<file path="src/hdl/ps2mct_pkg.sv">
// Shared types, constants and arithmetic helpers for the PS/2 cursor tracker.
package ps2mct_pkg;

    localparam int COORD_WIDTH = 12;
    localparam int CFG_W       = 13;
    localparam int CMP_W       = (COORD_WIDTH > CFG_W) ? COORD_WIDTH : CFG_W;
    localparam int SUM_W       = CMP_W + 2;
    localparam int S_TDATA_W   = 8;
    localparam int M_TDATA_W   = ((2 * COORD_WIDTH + 3 + 7) / 8) * 8;
    localparam int M_PAD_W     = M_TDATA_W - 2 * COORD_WIDTH - 3;

    localparam logic [CFG_W-1:0]       WIDTH_RESET  = CFG_W'(1024);
    localparam logic [CFG_W-1:0]       HEIGHT_RESET = CFG_W'(768);
    localparam logic [COORD_WIDTH-1:0] CMAX         = '1;
    localparam logic signed [SUM_W-1:0] OVF_ADD     = SUM_W'(255);

    localparam int HDR_LEFT   = 0;
    localparam int HDR_RIGHT  = 1;
    localparam int HDR_MIDDLE = 2;
    localparam int HDR_SYNC   = 3;
    localparam int HDR_XSIGN  = 4;
    localparam int HDR_YSIGN  = 5;
    localparam int HDR_XOVF   = 6;
    localparam int HDR_YOVF   = 7;

    typedef enum logic [0:0] {
        REG_SCREEN_WIDTH  = 1'b0,
        REG_SCREEN_HEIGHT = 1'b1
    } reg_index_t;

    typedef enum logic [2:0] {
        PH_HEAD = 3'b001,
        PH_DX   = 3'b010,
        PH_DY   = 3'b100
    } phase_t;

    typedef struct packed {
        logic [7:0] header;
        logic [7:0] dx;
        logic [7:0] dy;
    } pkt_t;

    function automatic logic signed [SUM_W-1:0] delta_of(
        input logic [7:0] b,
        input logic       neg,
        input logic       ovf
    );
        logic signed [SUM_W-1:0] d;
        d = neg ? $signed({{(SUM_W-8){1'b1}}, b}) : $signed({{(SUM_W-8){1'b0}}, b});
        if (ovf) begin
            d = neg ? (d - OVF_ADD) : (d + OVF_ADD);
        end
        return d;
    endfunction

    function automatic logic [COORD_WIDTH-1:0] clamp_coord(
        input logic signed [SUM_W-1:0] v,
        input logic [CFG_W-1:0]        size
    );
        logic [CMP_W-1:0]       size_m1;
        logic [CMP_W-1:0]       hi_w;
        logic [COORD_WIDTH-1:0] hi;
        logic [COORD_WIDTH-1:0] r;
        size_m1 = (size == '0) ? '0 : (CMP_W'(size) - CMP_W'(1));
        hi_w    = (size_m1 > CMP_W'(CMAX)) ? CMP_W'(CMAX) : size_m1;
        hi      = hi_w[COORD_WIDTH-1:0];
        if (v[SUM_W-1]) begin
            r = '0;
        end else if (v > $signed({{(SUM_W-COORD_WIDTH){1'b0}}, hi})) begin
            r = hi;
        end else begin
            r = v[COORD_WIDTH-1:0];
        end
        return r;
    endfunction

endpackage

</file>
<file path="src/hdl/ps2mct_framer.sv">
// Byte framer: drops the first byte, gathers three-byte packets into a packet register.
module ps2mct_framer (
    input  logic               aclk,
    input  logic               aresetn,
    input  logic               s_tvalid,
    output logic               s_tready,
    input  logic [7:0]         rx_byte,
    input  logic               out_ready,
    output logic               pkt_valid,
    output ps2mct_pkg::pkt_t   pkt
);
    import ps2mct_pkg::*;

    logic   skip_first_reg, skip_first_next;
    phase_t phase_reg, phase_next;
    logic [7:0] header_reg, header_next;
    logic [7:0] dx_reg, dx_next;
    logic   pkt_valid_reg, pkt_valid_next;
    pkt_t   pkt_reg, pkt_next;
    logic   accept;
    logic   fire;

    assign s_tready = !pkt_valid_reg || out_ready;
    assign accept   = s_tvalid && s_tready;
    assign fire     = accept && !skip_first_reg && (phase_reg == PH_DY);

    always_comb begin
        skip_first_next = skip_first_reg;
        phase_next      = phase_reg;
        header_next     = header_reg;
        dx_next         = dx_reg;
        if (accept) begin
            if (skip_first_reg) begin
                skip_first_next = 1'b0;
            end else begin
                unique case (phase_reg)
                    PH_HEAD: begin
                        if (rx_byte[HDR_SYNC]) begin
                            header_next = rx_byte;
                            phase_next  = PH_DX;
                        end
                    end
                    PH_DX: begin
                        dx_next    = rx_byte;
                        phase_next = PH_DY;
                    end
                    PH_DY: begin
                        phase_next = PH_HEAD;
                    end
                    default: begin
                        phase_next = PH_HEAD;
                    end
                endcase
            end
        end
    end

    always_comb begin
        pkt_valid_next = pkt_valid_reg;
        pkt_next       = pkt_reg;
        if (fire) begin
            pkt_valid_next = 1'b1;
            pkt_next       = '{header: header_reg, dx: dx_reg, dy: rx_byte};
        end else if (out_ready) begin
            pkt_valid_next = 1'b0;
        end
    end

    always_ff @(posedge aclk) begin
        if (!aresetn) begin
            skip_first_reg <= 1'b1;
            phase_reg      <= PH_HEAD;
            pkt_valid_reg  <= 1'b0;
        end else begin
            skip_first_reg <= skip_first_next;
            phase_reg      <= phase_next;
            pkt_valid_reg  <= pkt_valid_next;
        end
    end

    always_ff @(posedge aclk) begin
        header_reg <= header_next;
        dx_reg     <= dx_next;
        pkt_reg    <= pkt_next;
    end

    assign pkt_valid = pkt_valid_reg;
    assign pkt       = pkt_reg;

`ifndef SYNTHESIS
    a_skip_once: assert property (@(posedge aclk) disable iff (!aresetn)
        accept && skip_first_reg |=> !skip_first_reg)
        else $error("first byte not dropped exactly once");
    a_skip_phase: assert property (@(posedge aclk) disable iff (!aresetn)
        skip_first_reg |-> phase_reg == PH_HEAD)
        else $error("packet phase advanced before first byte dropped");
    a_fire_loads: assert property (@(posedge aclk) disable iff (!aresetn)
        fire |=> pkt_valid_reg)
        else $error("completed packet not captured");
`endif

endmodule

</file>
<file path="src/hdl/ps2mct_tracker.sv">
// Cursor tracker: screen size registers, delta decode, position update and result register.
module ps2mct_tracker (
    input  logic                                aclk,
    input  logic                                aresetn,
    input  logic                                cfg_wr_en,
    input  logic [0:0]                          cfg_index,
    input  logic [ps2mct_pkg::CFG_W-1:0]        cfg_wdata,
    input  logic                                pkt_valid,
    input  ps2mct_pkg::pkt_t                    pkt,
    output logic                                out_ready,
    output logic                                m_valid,
    input  logic                                m_ready,
    output logic [ps2mct_pkg::COORD_WIDTH-1:0]  cursor_x,
    output logic [ps2mct_pkg::COORD_WIDTH-1:0]  cursor_y,
    output logic [2:0]                          buttons
);
    import ps2mct_pkg::*;

    logic [CFG_W-1:0]       width_reg, width_next;
    logic [CFG_W-1:0]       height_reg, height_next;
    logic [COORD_WIDTH-1:0] pos_x_reg, pos_x_next;
    logic [COORD_WIDTH-1:0] pos_y_reg, pos_y_next;
    logic [2:0]             buttons_reg, buttons_next;
    logic                   m_valid_reg, m_valid_next;
    logic                   advance;
    logic signed [SUM_W-1:0] dx;
    logic signed [SUM_W-1:0] dy;
    logic signed [SUM_W-1:0] sum_x;
    logic signed [SUM_W-1:0] sum_y;

    assign out_ready = !m_valid_reg || m_ready;
    assign advance   = pkt_valid && out_ready;

    always_comb begin
        width_next  = width_reg;
        height_next = height_reg;
        if (cfg_wr_en) begin
            unique case (reg_index_t'(cfg_index))
                REG_SCREEN_WIDTH:  width_next  = cfg_wdata;
                REG_SCREEN_HEIGHT: height_next = cfg_wdata;
                default: ;
            endcase
        end
    end

    always_comb begin
        dx    = delta_of(pkt.dx, pkt.header[HDR_XSIGN], pkt.header[HDR_XOVF]);
        dy    = delta_of(pkt.dy, pkt.header[HDR_YSIGN], pkt.header[HDR_YOVF]);
        sum_x = $signed({{(SUM_W-COORD_WIDTH){1'b0}}, pos_x_reg}) + dx;
        sum_y = $signed({{(SUM_W-COORD_WIDTH){1'b0}}, pos_y_reg}) - dy;
        pos_x_next   = pos_x_reg;
        pos_y_next   = pos_y_reg;
        buttons_next = buttons_reg;
        m_valid_next = m_valid_reg && !m_ready;
        if (advance) begin
            pos_x_next   = clamp_coord(sum_x, width_reg);
            pos_y_next   = clamp_coord(sum_y, height_reg);
            buttons_next = {pkt.header[HDR_MIDDLE], pkt.header[HDR_RIGHT],
                            pkt.header[HDR_LEFT]};
            m_valid_next = 1'b1;
        end
    end

    always_ff @(posedge aclk) begin
        if (!aresetn) begin
            width_reg   <= WIDTH_RESET;
            height_reg  <= HEIGHT_RESET;
            pos_x_reg   <= '0;
            pos_y_reg   <= '0;
            m_valid_reg <= 1'b0;
        end else begin
            width_reg   <= width_next;
            height_reg  <= height_next;
            pos_x_reg   <= pos_x_next;
            pos_y_reg   <= pos_y_next;
            m_valid_reg <= m_valid_next;
        end
    end

    always_ff @(posedge aclk) begin
        buttons_reg <= buttons_next;
    end

    assign m_valid  = m_valid_reg;
    assign cursor_x = pos_x_reg;
    assign cursor_y = pos_y_reg;
    assign buttons  = buttons_reg;

`ifndef SYNTHESIS
    a_advance_shows: assert property (@(posedge aclk) disable iff (!aresetn)
        advance |=> m_valid_reg)
        else $error("packet consumed without a result");
    a_pos_hold: assert property (@(posedge aclk) disable iff (!aresetn)
        !advance |=> $stable(pos_x_reg) && $stable(pos_y_reg))
        else $error("cursor moved without a packet");
    a_no_overwrite: assert property (@(posedge aclk) disable iff (!aresetn)
        m_valid_reg && !m_ready |-> !advance)
        else $error("pending result overwritten");
`endif

endmodule

</file>
<file path="src/hdl/ps2_mouse_packet_cursor_tracker_top.sv">
// PS/2 cursor tracker top level: byte framer followed by cursor tracker.
// Accepts one raw PS/2 byte per clock while not held off. The first byte after
// reset is dropped; after that, a byte with bit 3 set starts a three-byte packet
// (header, X, Y), other bytes are dropped while waiting for a header. The third
// byte of a packet is captured in a packet register, and from there the 9-bit
// deltas (plus 255 on overflow) move the cursor, clamped to [0, min(size-1,
// 4095)] of the configured screen, with a zero size treated as one. The result
// (position and the three buttons) is loaded into the output register once that
// register is free, and one byte per cycle can be sustained; only a stalled
// output register with a packet waiting holds off the input. The user must
// write screen width and height through the cfg port only while the block is
// idle; the block does not enforce this. They reset to 1024 by 768.
module ps2_mouse_packet_cursor_tracker_top (
    input  logic                               aclk,
    input  logic                               aresetn,
    input  logic                               cfg_wr_en,
    input  logic [0:0]                         cfg_index,
    input  logic [ps2mct_pkg::CFG_W-1:0]       cfg_wdata,
    input  logic                               s_tvalid,
    output logic                               s_tready,
    input  logic [ps2mct_pkg::S_TDATA_W-1:0]   s_tdata,  // rx_byte
    output logic                               m_tvalid,
    input  logic                               m_tready,
    // cursor_x, cursor_y, left_pressed, right_pressed, middle_pressed, zero pad
    output logic [ps2mct_pkg::M_TDATA_W-1:0]   m_tdata
);
    import ps2mct_pkg::*;

    logic                   out_ready;
    logic                   pkt_valid;
    pkt_t                   pkt;
    logic [COORD_WIDTH-1:0] cursor_x;
    logic [COORD_WIDTH-1:0] cursor_y;
    logic [2:0]             buttons;

    ps2mct_framer u_framer (
        .aclk      (aclk),
        .aresetn   (aresetn),
        .s_tvalid  (s_tvalid),
        .s_tready  (s_tready),
        .rx_byte   (s_tdata),
        .out_ready (out_ready),
        .pkt_valid (pkt_valid),
        .pkt       (pkt)
    );

    ps2mct_tracker u_tracker (
        .aclk      (aclk),
        .aresetn   (aresetn),
        .cfg_wr_en (cfg_wr_en),
        .cfg_index (cfg_index),
        .cfg_wdata (cfg_wdata),
        .pkt_valid (pkt_valid),
        .pkt       (pkt),
        .out_ready (out_ready),
        .m_valid   (m_tvalid),
        .m_ready   (m_tready),
        .cursor_x  (cursor_x),
        .cursor_y  (cursor_y),
        .buttons   (buttons)
    );

    assign m_tdata = {{M_PAD_W{1'b0}}, buttons, cursor_y, cursor_x};

endmodule
</file>
<file path="config.mk">
export PLATFORM = sky130hd
export DESIGN_NAME = ps2_mouse_packet_cursor_tracker_top
export DESIGN_NICKNAME = d
export VERILOG_FILES = /design/src/hdl/ps2mct_pkg.sv /design/src/hdl/ps2mct_framer.sv /design/src/hdl/ps2mct_tracker.sv /design/src/hdl/ps2_mouse_packet_cursor_tracker_top.sv
export SDC_FILE = /design/constraint.sdc
export NUM_CORES = 1
export LEC_CHECK = 0
export ABC_AREA = 1
export BUFFER_PORTS_ARGS = -buffer_cell sky130_fd_sc_hd__buf_2
export CORE_ASPECT_RATIO = 1.1
export CORE_MARGIN = 1
export CORE_UTILIZATION = 45
export CTS_CLUSTER_SIZE = 24
export DETAILED_ROUTE_END_ITERATION = 16
export GPL_ROUTABILITY_DRIVEN = 1
export PLACE_DENSITY_LB_ADDON = 0.08
export SETUP_SLACK_MARGIN = 0.5
export SYNTH_ARGS = -nofsm -noshare
export SYNTH_HDL_FRONTEND = slang
export SYNTH_SLANG_ARGS = --single-unit
</file>
<file path="constraint.sdc">
create_clock -name aclk -period 4.43 [get_ports aclk]
set_input_delay 0.2215 -clock aclk [delete_from_list [all_inputs] [get_ports aclk]]
set_output_delay 0.2215 -clock aclk [all_outputs]
set_load 0.02 [all_outputs]
</file>
=== Word level (Yosys, flattened, before mapping) ===
Index checks and enable logic that the tools add are counted.

* Add/subtract/negate cells: 8
* Multipliers: 0
* Div/mod/pow operators: 0
* Order comparisons: 4
* Eq/ne operators: 4
* Shift-type cells: 0
* Mux-type cells: 19
* Bitwise logic cells: 2
* Reductions and logical operators: 19

{| class="wikitable"
|+ Operator list
! cell !! number
|-
| 15-bit 2-to-1 mux || 6
|-
| 12-bit 2-to-1 mux || 6
|-
| 15-bit by 9-bit adder with 15-bit output (second input constant) || 2
|-
| 15-bit by 13-bit greater-than comparator with 1-bit output || 2
|-
| 15-bit by 9-bit subtractor with 15-bit output (second input constant) || 2
|-
| 13-bit by 12-bit greater-than comparator with 1-bit output (second input constant) || 2
|-
| 13-bit logical NOT || 2
|-
| 13-bit 2-to-1 mux || 2
|-
| 13-bit by 1-bit subtractor with 13-bit output (second input constant) || 2
|-
| 13-bit by 15-bit adder with 15-bit output || 1
|-
| 13-bit by 15-bit subtractor with 15-bit output || 1
|-
| 3-bit case mux with 2 select lines || 1
|-
| 3-bit AND reduction || 2
|-
| 1-bit logical AND || 5
|-
| 1-bit logical NOT || 4
|-
| 2-bit AND reduction || 2
|-
| 4-bit AND reduction || 1
|-
| 3-bit by 1-bit == test with 1-bit output (second input constant) || 1
|-
| 3-bit by 2-bit == test with 1-bit output (second input constant) || 1
|-
| 3-bit == test (second input constant) || 1
|-
| 1-bit 2-to-1 mux || 3
|-
| 3-bit 2-to-1 mux || 1
|-
| 1-bit logical OR || 2
|-
| 2-bit != test (second input constant) || 1
|-
| 2 further kinds || 3
|}

* Bits in registers: 97
* Latch bits: 0
* Bits in writable memories: 0
* ROM bits: 0
* Input port bits: 27
* Output and inout bits: 34
* Memories: 0

=== Depth between registers and ports, before layout ===
Gate-level depths: netlist of the first run.

* Depth after elaboration: 8
* Gate-level depth with buffers: 35
* Mapped depth without buffers: 35

=== Hierarchy ===
A second synthesis of the first run with hierarchy kept.

* Cell total of the unflattened synthesis: 988
* Area total of the unflattened synthesis: 7,108.1 µm²

{| class="wikitable"
|+ Modules (own cells, without submodules)
! module !! instances !! cells an instance !! area an instance (µm²) !! sequential area each (µm²)
|-
| ps2mct_tracker || 1 || 898 || 5,620.4 || 1,111.1
|-
| ps2mct_framer || 1 || 84 || 1,446.4 || 1,241.2
|-
| ps2_mouse_packet_cursor_tracker_top || 1 || 6 || 41.3 || 0.0
|}

=== Worst setup path after synthesis of the first run ===
OpenSTA, ideal clock, no wires.

* Kind: reg2reg
* From: reg u_framer.pkt_reg (netlist bit u_framer.pkt[20])
* To: reg u_tracker.pos_x_reg[11], in the netlist u_tracker.cursor_x[11]
* Arrival time: 4.194 ns
* Required time: 4.289 ns
* Path slack: 0.095 ns
* Cell stages (with the launch flop): 34
* Path buffers: 0
* Cell sequence: edfxtp_1 inv_1 ha_1 inv_1 nor2_1 nor2_1 nor2_1 nor2_1 o21ai_0 nor2_1 o31ai_1 ha_1 nand2_1 inv_1 nand2_1 nand2_1 a21oi_1 xor2_1 inv_1 ha_1 nand2_1 o21a_1 nand2_1 nand2_1 nand2_1 nand4_1 nand2_1 nand2_1 nand2_1 nand2_1 nand2_1 nand2_1 nand3_1 a21oi_1

* Cells in the longest elaborated chain, start to end: 8
* Elaborated cells between the ends (all ways): 9
* Classes of those cells: add/sub: 3; order compare: 1; mux: 5

{| class="wikitable"
|+ RTL lines
! element !! line !! text
|-
| from (decl) || ps2mct_framer.sv:19 || <nowiki>pkt_t pkt_reg, pkt_next;</nowiki>
|-
| from (signal assigned) || ps2mct_framer.sv:84 || <nowiki>pkt_reg <= pkt_next;</nowiki>
|-
| 15-bit 2-to-1 mux || ps2mct_pkg.sv:49 || <nowiki>d = neg ? $signed({{(SUM_W-8){1'b1}}, b}) : $signed({{(SUM_W-8){1'b0}}, b});</nowiki>
|-
| 15-bit by 9-bit adder with 15-bit output / 15-bit by 9-bit subtractor with 15-bit output (equally long branches) || ps2mct_pkg.sv:51 || <nowiki>d = neg ? (d - OVF_ADD) : (d + OVF_ADD);</nowiki>
|-
| 15-bit 2-to-1 mux || ps2mct_pkg.sv:51 ||
|-
| 15-bit 2-to-1 mux (*) || ps2mct_pkg.sv:50 || <nowiki>if (ovf) begin</nowiki>
|-
| 13-bit by 15-bit adder with 15-bit output (*) || ps2mct_tracker.sv:49 || <nowiki>sum_x = $signed({{(SUM_W-COORD_WIDTH){1'b0}}, pos_x_reg}) + dx;</nowiki>
|-
| 15-bit by 13-bit greater-than comparator with 1-bit output || ps2mct_pkg.sv:69 || <nowiki>end else if (v > $signed({{(SUM_W-COORD_WIDTH){1'b0}}, hi})) begin</nowiki>
|-
| 12-bit 2-to-1 mux || ps2mct_pkg.sv:69 ||
|-
| 12-bit 2-to-1 mux (*) || ps2mct_pkg.sv:67 || <nowiki>if (v[SUM_W-1]) begin</nowiki>
|-
| to (signal assigned) || ps2mct_tracker.sv:74 || <nowiki>pos_x_reg <= pos_x_next;</nowiki>
|-
| to (decl) || ps2mct_tracker.sv:21 || <nowiki>logic [COORD_WIDTH-1:0] pos_x_reg, pos_x_next;</nowiki>
|}

Mark *: on every way between the ends. The rest lies on a longest branch, timed or not.
A chain may end at the register's enable or synchronous reset.

=== Worst setup path after layout of the first run ===
* From: reg u_framer.pkt_reg (netlist bit u_framer.pkt[21])
* To: reg u_tracker.pos_y_reg[10], in the netlist u_tracker.cursor_y[10]

* Cells in the longest elaborated chain, start to end: 8
* Elaborated cells between the ends (all ways): 9
* Classes of those cells: add/sub: 3; order compare: 1; mux: 5

{| class="wikitable"
|+ RTL lines
! element !! line !! text
|-
| 15-bit 2-to-1 mux || ps2mct_pkg.sv:49 ||
|-
| 15-bit by 9-bit adder with 15-bit output / 15-bit by 9-bit subtractor with 15-bit output (equally long branches) || ps2mct_pkg.sv:51 ||
|-
| 15-bit 2-to-1 mux || ps2mct_pkg.sv:51 ||
|-
| 15-bit 2-to-1 mux (*) || ps2mct_pkg.sv:50 ||
|-
| 13-bit by 15-bit subtractor with 15-bit output (*) || ps2mct_tracker.sv:50 || <nowiki>sum_y = $signed({{(SUM_W-COORD_WIDTH){1'b0}}, pos_y_reg}) - dy;</nowiki>
|-
| 15-bit by 13-bit greater-than comparator with 1-bit output || ps2mct_pkg.sv:69 ||
|-
| 12-bit 2-to-1 mux || ps2mct_pkg.sv:69 ||
|-
| 12-bit 2-to-1 mux (*) || ps2mct_pkg.sv:67 ||
|-
| to (signal assigned) || ps2mct_tracker.sv:75 || <nowiki>pos_y_reg <= pos_y_next;</nowiki>
|-
| to (decl) || ps2mct_tracker.sv:22 || <nowiki>logic [COORD_WIDTH-1:0] pos_y_reg, pos_y_next;</nowiki>
|}

Marked as above.

==> metrics.md, run 1 <==
| Metric | Value |
|---|---|
| Overall via count from detail_route | 6,404 |
| Final hold violations | 0 |
| CTS H-Tree Depth | 3 |
| Total area of sequential cells | between 2000 and 2500 um2 |
| Gate count of the mapped netlist | around 940 |
| Number of nets in the final layout | approximately 1.1k |
| Routability congestion estimate | between 0.8 and 0.9 |
| Via count of the first global-routing pass | between 6k and 7k |
| Synthesized area per cell | ~7.4 um2 |
| Share of layout cells above drive strength 1 | 28.2% |
| Area fraction in compound gates after synthesis | 13.7% |
| Skew-Pair Late Insertion Delay | ~0.36 ns |
| Hold Path Class | in2reg |
| Family with the most delay on the worst path | compound AO/OA/AOI/OAI gates |
| Clock tree root buffer cell | clkbuf_16 |
| RSZ-0062 raised after global routing | yes |
| Multiplexer fraction of the synthesized cell area | 0.143% |
| Wire length of the first global-routing pass | approximately 29 mm |
| Final Util | between 50% and 60% |
| Max-capacitance violation count | 0 |
| Final period util | between 90 and 100% |
| Max Clock Freq | about 0.23 GHz |
| Distinct cells, synth | 43 |
| Worst-path clk slew | 0.08 ns |
| Nature of the critical path startpoint | register |
| Overflow after GRT | 0 |
| Routed WL | 18.1 mm |
| Largest register FFs | 23 |
| Highest-count cells in the layout ignoring fill and taps | nand2_1, inv_1, nor2_1, o21ai_0, dfxtp_1 |
| Number of fill cells in the layout | approximately 1.4k |
| Fraction of the mapped netlist area in adder cells | between 10% and 20% |
| Share of the synthesized netlist area taken by xor and xnor gates | under 10% |
| Most repeated library cell on the critical path | a21oi_2 |
| Synthesis Warnings | 0 |
| Share of the synthesized area in the top cell type | between 15 and 20% |
| Area of the multi-input gates | between 4000 and 5000 um2 |
| Worst setup slack after layout | around 0.065 ns |
| First DRT Iteration DRCs | approximately 260 |
| Worst voltage drop across the vdd grid | around 160 uV |
| Maximum count of clock buffers along a single path | 2 |
| Largest family of logic cells by synthesized area | simple AND/OR/NAND/NOR gates |
| Largest stage delay, worst path | 0.47 ns |
| GRT Overall Usage | between 20% and 30% |
| Outcome | completed |
| Via-to-Cell Ratio | approximately 5.1 |
| Sinks on Clock Net | 97 |
| Total of flip-flops plus latches after synthesis | between 90 and 100 |
| Initial Utilization | a little under half |
| Number of CTS-inserted buffers | 9 |
| Clock period minus final worst setup slack | around 4.4 ns |
| DRC violation count after routing | 0 |
| Post-synthesis instance area | ~7000 um2 |
| Dominant cells by area after synthesis | edfxtp_1, dfxtp_1, ha_1 |
| Leakage Power | 0.00404 uW |
| Buf/Inv on CP | 6 |
| Worst Setup Path Type | reg2reg |
| Core outline area | about 15,000 um2 |
| Maximum number of pins on one net before global-route repair | 29 |
| Average detailed-routed wire length per instance | around 14 um |
| Crit path max fanout | 10 |
| Critical path arrival | around 4.6 ns |
| Post-Synth Simple-Gate Area | about a quarter |
| Most common cell after layout, fill and taps aside | nand2_1 |
| Register-to-register path setup slack | between 0.06 and 0.07 ns |
| Pins Over Slew Limit | 0 |
| PortBufs | 55 |
| Transition time at the pin with the least slew margin | 0.785 ns |
| I/O pin total | slightly above 60 |
| Sequential cell area fraction in the yosys report | around a third |
| Synth area leader | edfxtp_1 |
| Final Skew | between 0.01 and 0.015 ns |
| Non-Filler Instances | around 1.3k |
| Area overhead of the layout relative to synthesis | 27.2% |
| DIE WIDTH | 121 um |
| Dpl hpwl | roughly 13 mm |
| Die boundary height | 133 um |
| Nature of the critical path endpoint | register |
| Required time of the worst setup path | approximately 4.7 ns |
| Sum of negative setup slack | 0 ns |
| First-pass detailed-route iteration total | 5 |
| Tot Pwr | roughly 2100 uW |
| Worst setup slack after placement | ~0.041 ns |
| Number of setup violations in the final report | 0 |
| Pwr/cell area | between 200 and 250 nW/um2 |
| Number of placed cells counting well taps | 1,202 |
| CTS Hold Bufs | 0 |
| Die area | 16,100 um2 |
| Antenna violations before repair | 0 |
| Slowest stage cell, crit path | edfxtp_1 |
| Max transition margin | 47.7% |
| Placement row count | between 40 and 50 |
| Clock tree from TritonCTS | yes |
| Antenna-violating nets left | 0 |
| Inserted Diodes | 0 |
logic make-up (layout without fill, tap and decap cells):
kind of cell / Yosys count / in the layout
AOI/OAI and AO/OA: 172 / 172
DFF: 97 / 97
buffers and inverters: 155 / 261
adders and majority gates: 70 / 70
muxes: 1 / 1
other: 1 / 5
xor gates and xnor gates: 43 / 43
and+or+nand+nor: 404 / 407
per-layer routing:
| layer | wire (um) | global-route usage (%) |
|---|---|---|
| met1 | 8150 | 29.1 |
| met2 | 9130 | 40.2 |
| met3 | 485 | 3.79 |
| met4 | 340 | 7.75 |
| met5 | 0 | 0 |
path summary, 6_finish.rpt:
kind | startpoint | end | depth (start not counted)
setup reg to reg | u_framer.pkt[21] | u_tracker.cursor_y[10] | 29
hold / removal | s_tdata[1] | u_framer.header_reg[1] | 1
hold reg to reg | u_framer.dx_reg[1] | u_framer.pkt[9] | 0
setup / recovery | u_framer.pkt[21] | u_tracker.cursor_y[10] | 29
Yosys cell counts, drive strengths merged:
cell	instances
nand2	189
inv	129
nor2	105
a21oi	81
nand3	74
o21ai	69
ha	66
dfxtp	56
edfxtp	41
xor2	34
nor3	16
clkbuf	15
nand4	13
buf	10
xnor2	9
o21bai	6
o31ai	6
fa	4
nor4	3
o211ai	3
a211oi	2
a21o	2
a31oi	2
nand3b	2
clkinv	1
conb	1
mux2i	1
nor3b	1
o21a	1
or3	1
report_power, final:
part	switching, uW	internal (uW)	total [uW]	leakage, uW
Combinational	232	145	376	0.00307
Clock	394	401	795	0.000148
Sequential	18.4	946	965	0.000826
Total	644	1490	2140	0.00404
repair_timing:
| item | 4_1_cts | 5_1_grt |
|---|---|---|
| cloned | 5 | 0 |
| resized for setup | 56 | 70 |
| setup buffers | 17 | 12 |
| pin swaps | 47 | 39 |
| setup endpoints to repair | 24 | 24 |
per-stage QoR:
step,hold WS [ns],cell area (um2)
CTS,0.0656,8500
global placement,0.401,7790
finish,0.0766,8910
floorplan,0.320,7190
global route,0.0579,8910
detailed placement,0.405,7790
area by class of cell:
cell class | instances | area share [%]
Timing Repair Buffer | 115 | 8.40
Multi-Input combinational cell | 698 | 53.5
Inverter | 130 | 5.53
Sequential cell | 97 | 26.4
Clock buffer | 9 | 2.53
Clock inverter | 7 | 0.884
Tap cell | 196 | 2.75
Power figures use the tool's default switching activity.
==> inputs of run 2 (changes only) <==
--- a/config.mk
+++ b/config.mk
@@ -10,6 +10,7 @@
 export CORE_ASPECT_RATIO = 1.1
 export CORE_MARGIN = 1
 export CORE_UTILIZATION = 45
+export CTS_BUF_LIST = sky130_fd_sc_hd__clkbuf_4
 export CTS_CLUSTER_SIZE = 24
 export DETAILED_ROUTE_END_ITERATION = 16
 export GPL_ROUTABILITY_DRIVEN = 1
@@ -18,3 +19,4 @@
 export SYNTH_ARGS = -nofsm -noshare
 export SYNTH_HDL_FRONTEND = slang
 export SYNTH_SLANG_ARGS = --single-unit
+export TNS_END_PERCENT = 20
==> run 2 against run 1 <==
  * Die area unchanged
  * Critical path type unchanged
  * Via count up 0.97%
  * Largest cell class unchanged
  * The run now ends with setup timing left
  * Routed wire length down 0.82%
==> metrics.md, run 2 (synthesized netlist as in run 1, its figures left out) <==
| Metric | Value |
|---|---|
| Area of the multi-input gates | 4580 um2 (was 4770 um2) |
| Sum of negative setup slack | -1.01 ns (was 0 ns) |
| I/O pin total | 61 (unchanged) |
| Hold slack final | 0.0217 ns (was 0.0766 ns) |
| Switching Fraction | 32.8% (was 30.1%) |
| Number of fill cells in the layout | 1,450 (was 1,381) |
| CTS H-Tree Depth | 3 (unchanged) |
| Outcome | complete, but fails checks (was completed) |
| Skew-Pair Late Insertion Delay | 0.50 ns (was 0.36 ns) |
| Placement row count | 47 (unchanged) |
| Sinks on Clock Net | 97 (unchanged) |
| GRT Overall Usage | 22.5% (was 23.2%) |
| Worst setup slack after placement | 0.0362 ns (was 0.0408 ns) |
| Share of layout cells above drive strength 1 | 23.1% (was 28.2%) |
| Post-route cell area | 8710 um2 (was 8910 um2) |
| Via count of the first global-routing pass | 5,877 (was 6,108) |
| Largest register FFs | 23 (unchanged) |
| Nature of the critical path startpoint | register (unchanged) |
| Maximum number of pins on one net before global-route repair | 29 (unchanged) |
| Number of CTS-inserted buffers | 9 (unchanged) |
| Initial Utilization | 46.3% (unchanged) |
| Average detailed-routed wire length per instance | 14.2 um (was 14.5 um) |
| Met3 routing resource usage after global routing | 3.23% (was 3.79%) |
| Worst-path clk slew | 0.17 ns (was 0.08 ns) |
| Antenna-violating nets left | 0 (unchanged) |
| PortBufs | 55 (unchanged) |
| Pwr/cell area | 211 nW/um2 (was 240 nW/um2) |
| Routed WL | 18.0 mm (was 18.1 mm) |
| Crit path max fanout | 6 (was 10) |
| Via-to-Cell Ratio | 5.11 (was 5.12) |
| Highest-count cells in the layout ignoring fill and taps | nand2_1, inv_1, nor2_1, nand3_1 (was nand2_1, inv_1, nor2_1, o21ai_0, dfxtp_1) |
| Antenna violations before repair | 1 (was 0) |
| Grt met1 use | 28.5% (was 29.1%) |
| Most common cell after layout, fill and taps aside | nand2_1 (unchanged) |
| Final hold violations | 0 (unchanged) |
| Max Clock Freq | 0.220 GHz (was 0.229 GHz) |
| Final Util | 57.6% (was 59.0%) |
| Die boundary height | 133 um (unchanged) |
| Proportion of power drawn by the clock network | 26.9% (was 37.2%) |
| Routability congestion estimate | 0.868 (was 0.860) |
| Maximum count of clock buffers along a single path | 2 (unchanged) |
| First-pass detailed-route iteration total | 5 (unchanged) |
| Max-capacitance violation count | 0 (unchanged) |
| Largest stage delay, worst path | 0.50 ns (was 0.47 ns) |
| Dpl hpwl | 13.1 mm (was 13.3 mm) |
| Clock tree from TritonCTS | yes (unchanged) |
| Overall via count from detail_route | 6,466 (was 6,404) |
| Reg power frac | 52.5% (was 45.2%) |
| Combinational share of power | 20.6% (was 17.6%) |
| Critical path arrival | 4.94 ns (was 4.61 ns) |
| First DRT Iteration DRCs | 305 (was 261) |
| Number of nets in the final layout | 1,161 (was 1,148) |
| Number of setup violations in the final report | 12 (was 0) |
| Worst setup slack after layout | -0.123 ns (was 0.0646 ns) |
| DP Area | 7750 um2 (was 7790 um2) |
| Leakage Power | 0.00401 uW (was 0.00404 uW) |
| Violations in the final reports | setup timing |
| Total area of sequential cells | 2350 um2 (unchanged) |
| Clock period minus final worst setup slack | 4.55 ns (was 4.37 ns) |
| Wire length of the first global-routing pass | 28.6 mm (was 29.4 mm) |
| Final Skew | 0.0232 ns (was 0.0111 ns) |
| Max transition margin | 39.2% (was 47.7%) |
| Global routing usage on met2 | 39.1% (was 40.2%) |
| DIE WIDTH | 121 um (unchanged) |
| Overflow after GRT | 0 (unchanged) |
| DRC violation count after routing | 0 (unchanged) |
| Most used routing layer in global routing | met2 (unchanged) |
| Transition time at the pin with the least slew margin | 0.912 ns (was 0.785 ns) |
| Hold Path Class | in2reg (unchanged) |
| Slowest stage cell, crit path | edfxtp_1 (unchanged) |
| Area overhead of the layout relative to synthesis | 24.3% (was 27.2%) |
| Required time of the worst setup path | 4.81 ns (was 4.67 ns) |
| Core outline area | 15,100 um2 (unchanged) |
| Most repeated library cell on the critical path | buf_4 (was a21oi_2) |
| Nature of the critical path endpoint | register (unchanged) |
| RSZ-0062 raised after global routing | yes (unchanged) |
| Total net switching power | 604 uW (was 644 uW) |
| Die area | 16,100 um2 (unchanged) |
| Final period util | 103% (was 98.5%) |
| Pins Over Slew Limit | 0 (unchanged) |
| Clock tree root buffer cell | clkbuf_4 (was clkbuf_16) |
| Cell-internal power | 1240 uW (was 1490 uW) |
| Worst Setup Path Type | reg2reg (unchanged) |
| Worst voltage drop across the vdd grid | 150 uV (was 163 uV) |
[run 2: final timing paths]
check                     startpoint                 endpoint  slack [ns]  cells past startpoint
setup / recovery    u_framer.pkt[21]    u_tracker.cursor_y[0]       -0.12                     30
hold reg to reg   u_framer.dx_reg[1]          u_framer.pkt[9]        0.43                      0
setup reg to reg    u_framer.pkt[21]    u_tracker.cursor_y[0]       -0.12                     30
hold / removal              s_tvalid  u_framer.skip_first_reg        0.02                      4
[run 2: cell type report]
cell class | instances | area share [%]
multi-input combinational | 698 | 52.6
sequential | 97 | 27.0
timing repair buffer | 128 | 10.2
inverter | 130 | 5.66
tap | 196 | 2.82
clock inverter | 7 | 0.934
clock buffer | 9 | 0.776
antenna | 1 | 0.0287
[run 2: per-layer routing]
layer / up-vias / wire [um] / part of all wire, %
met3: 26 / 445 / 2.5
met2: 87 / 9190 / 51
met4: 0 / 320 / 1.8
met5: - / 0 / 0
met1: 2982 / 8010 / 45
li1: 3371 / - / -
[run 2: repair_timing]
item | CTS | global route
hold buffers | 18 | 0
setup endpoints to repair | 24 | 24
cloned | 3 | 2
buffers inserted | 10 | 19
gates resized for setup | 17 | 63
pin swaps | 7 | 51
hold endpoints to repair | 40 | 0
[run 2: critical path: cells and delay by family (launching register included)]
| kind | cells | cell delay, ns |
|---|---|---|
| AO/OA/AOI/OAI | 10 | 1.33 |
| XOR/XNOR | 1 | 0.21 |
| adder cells (fa/ha/maj) | 3 | 0.80 |
| buffers and inverters | 7 | 0.91 |
| flip-flops | 1 | 0.50 |
| AND/OR/NAND/NOR | 9 | 0.73 |
[run 2: power by group through the flow]
stage / sequential, uW / combinational, uW / clock, uW
floorplan: 981 / 255 / 0
global placement: 985 / 325 / 0
detailed placement: 986 / 324 / 0
CTS: 966 / 342 / 513
global route: 970 / 429 / 545
finish: 966 / 379 / 496
[run 2: stage by stage]
stage,power (uW),cells
CTS,1820,1244
finish,1840,1266
global route,1940,1266
detailed placement,1310,1197
floorplan,1240,947
global placement,1310,1197
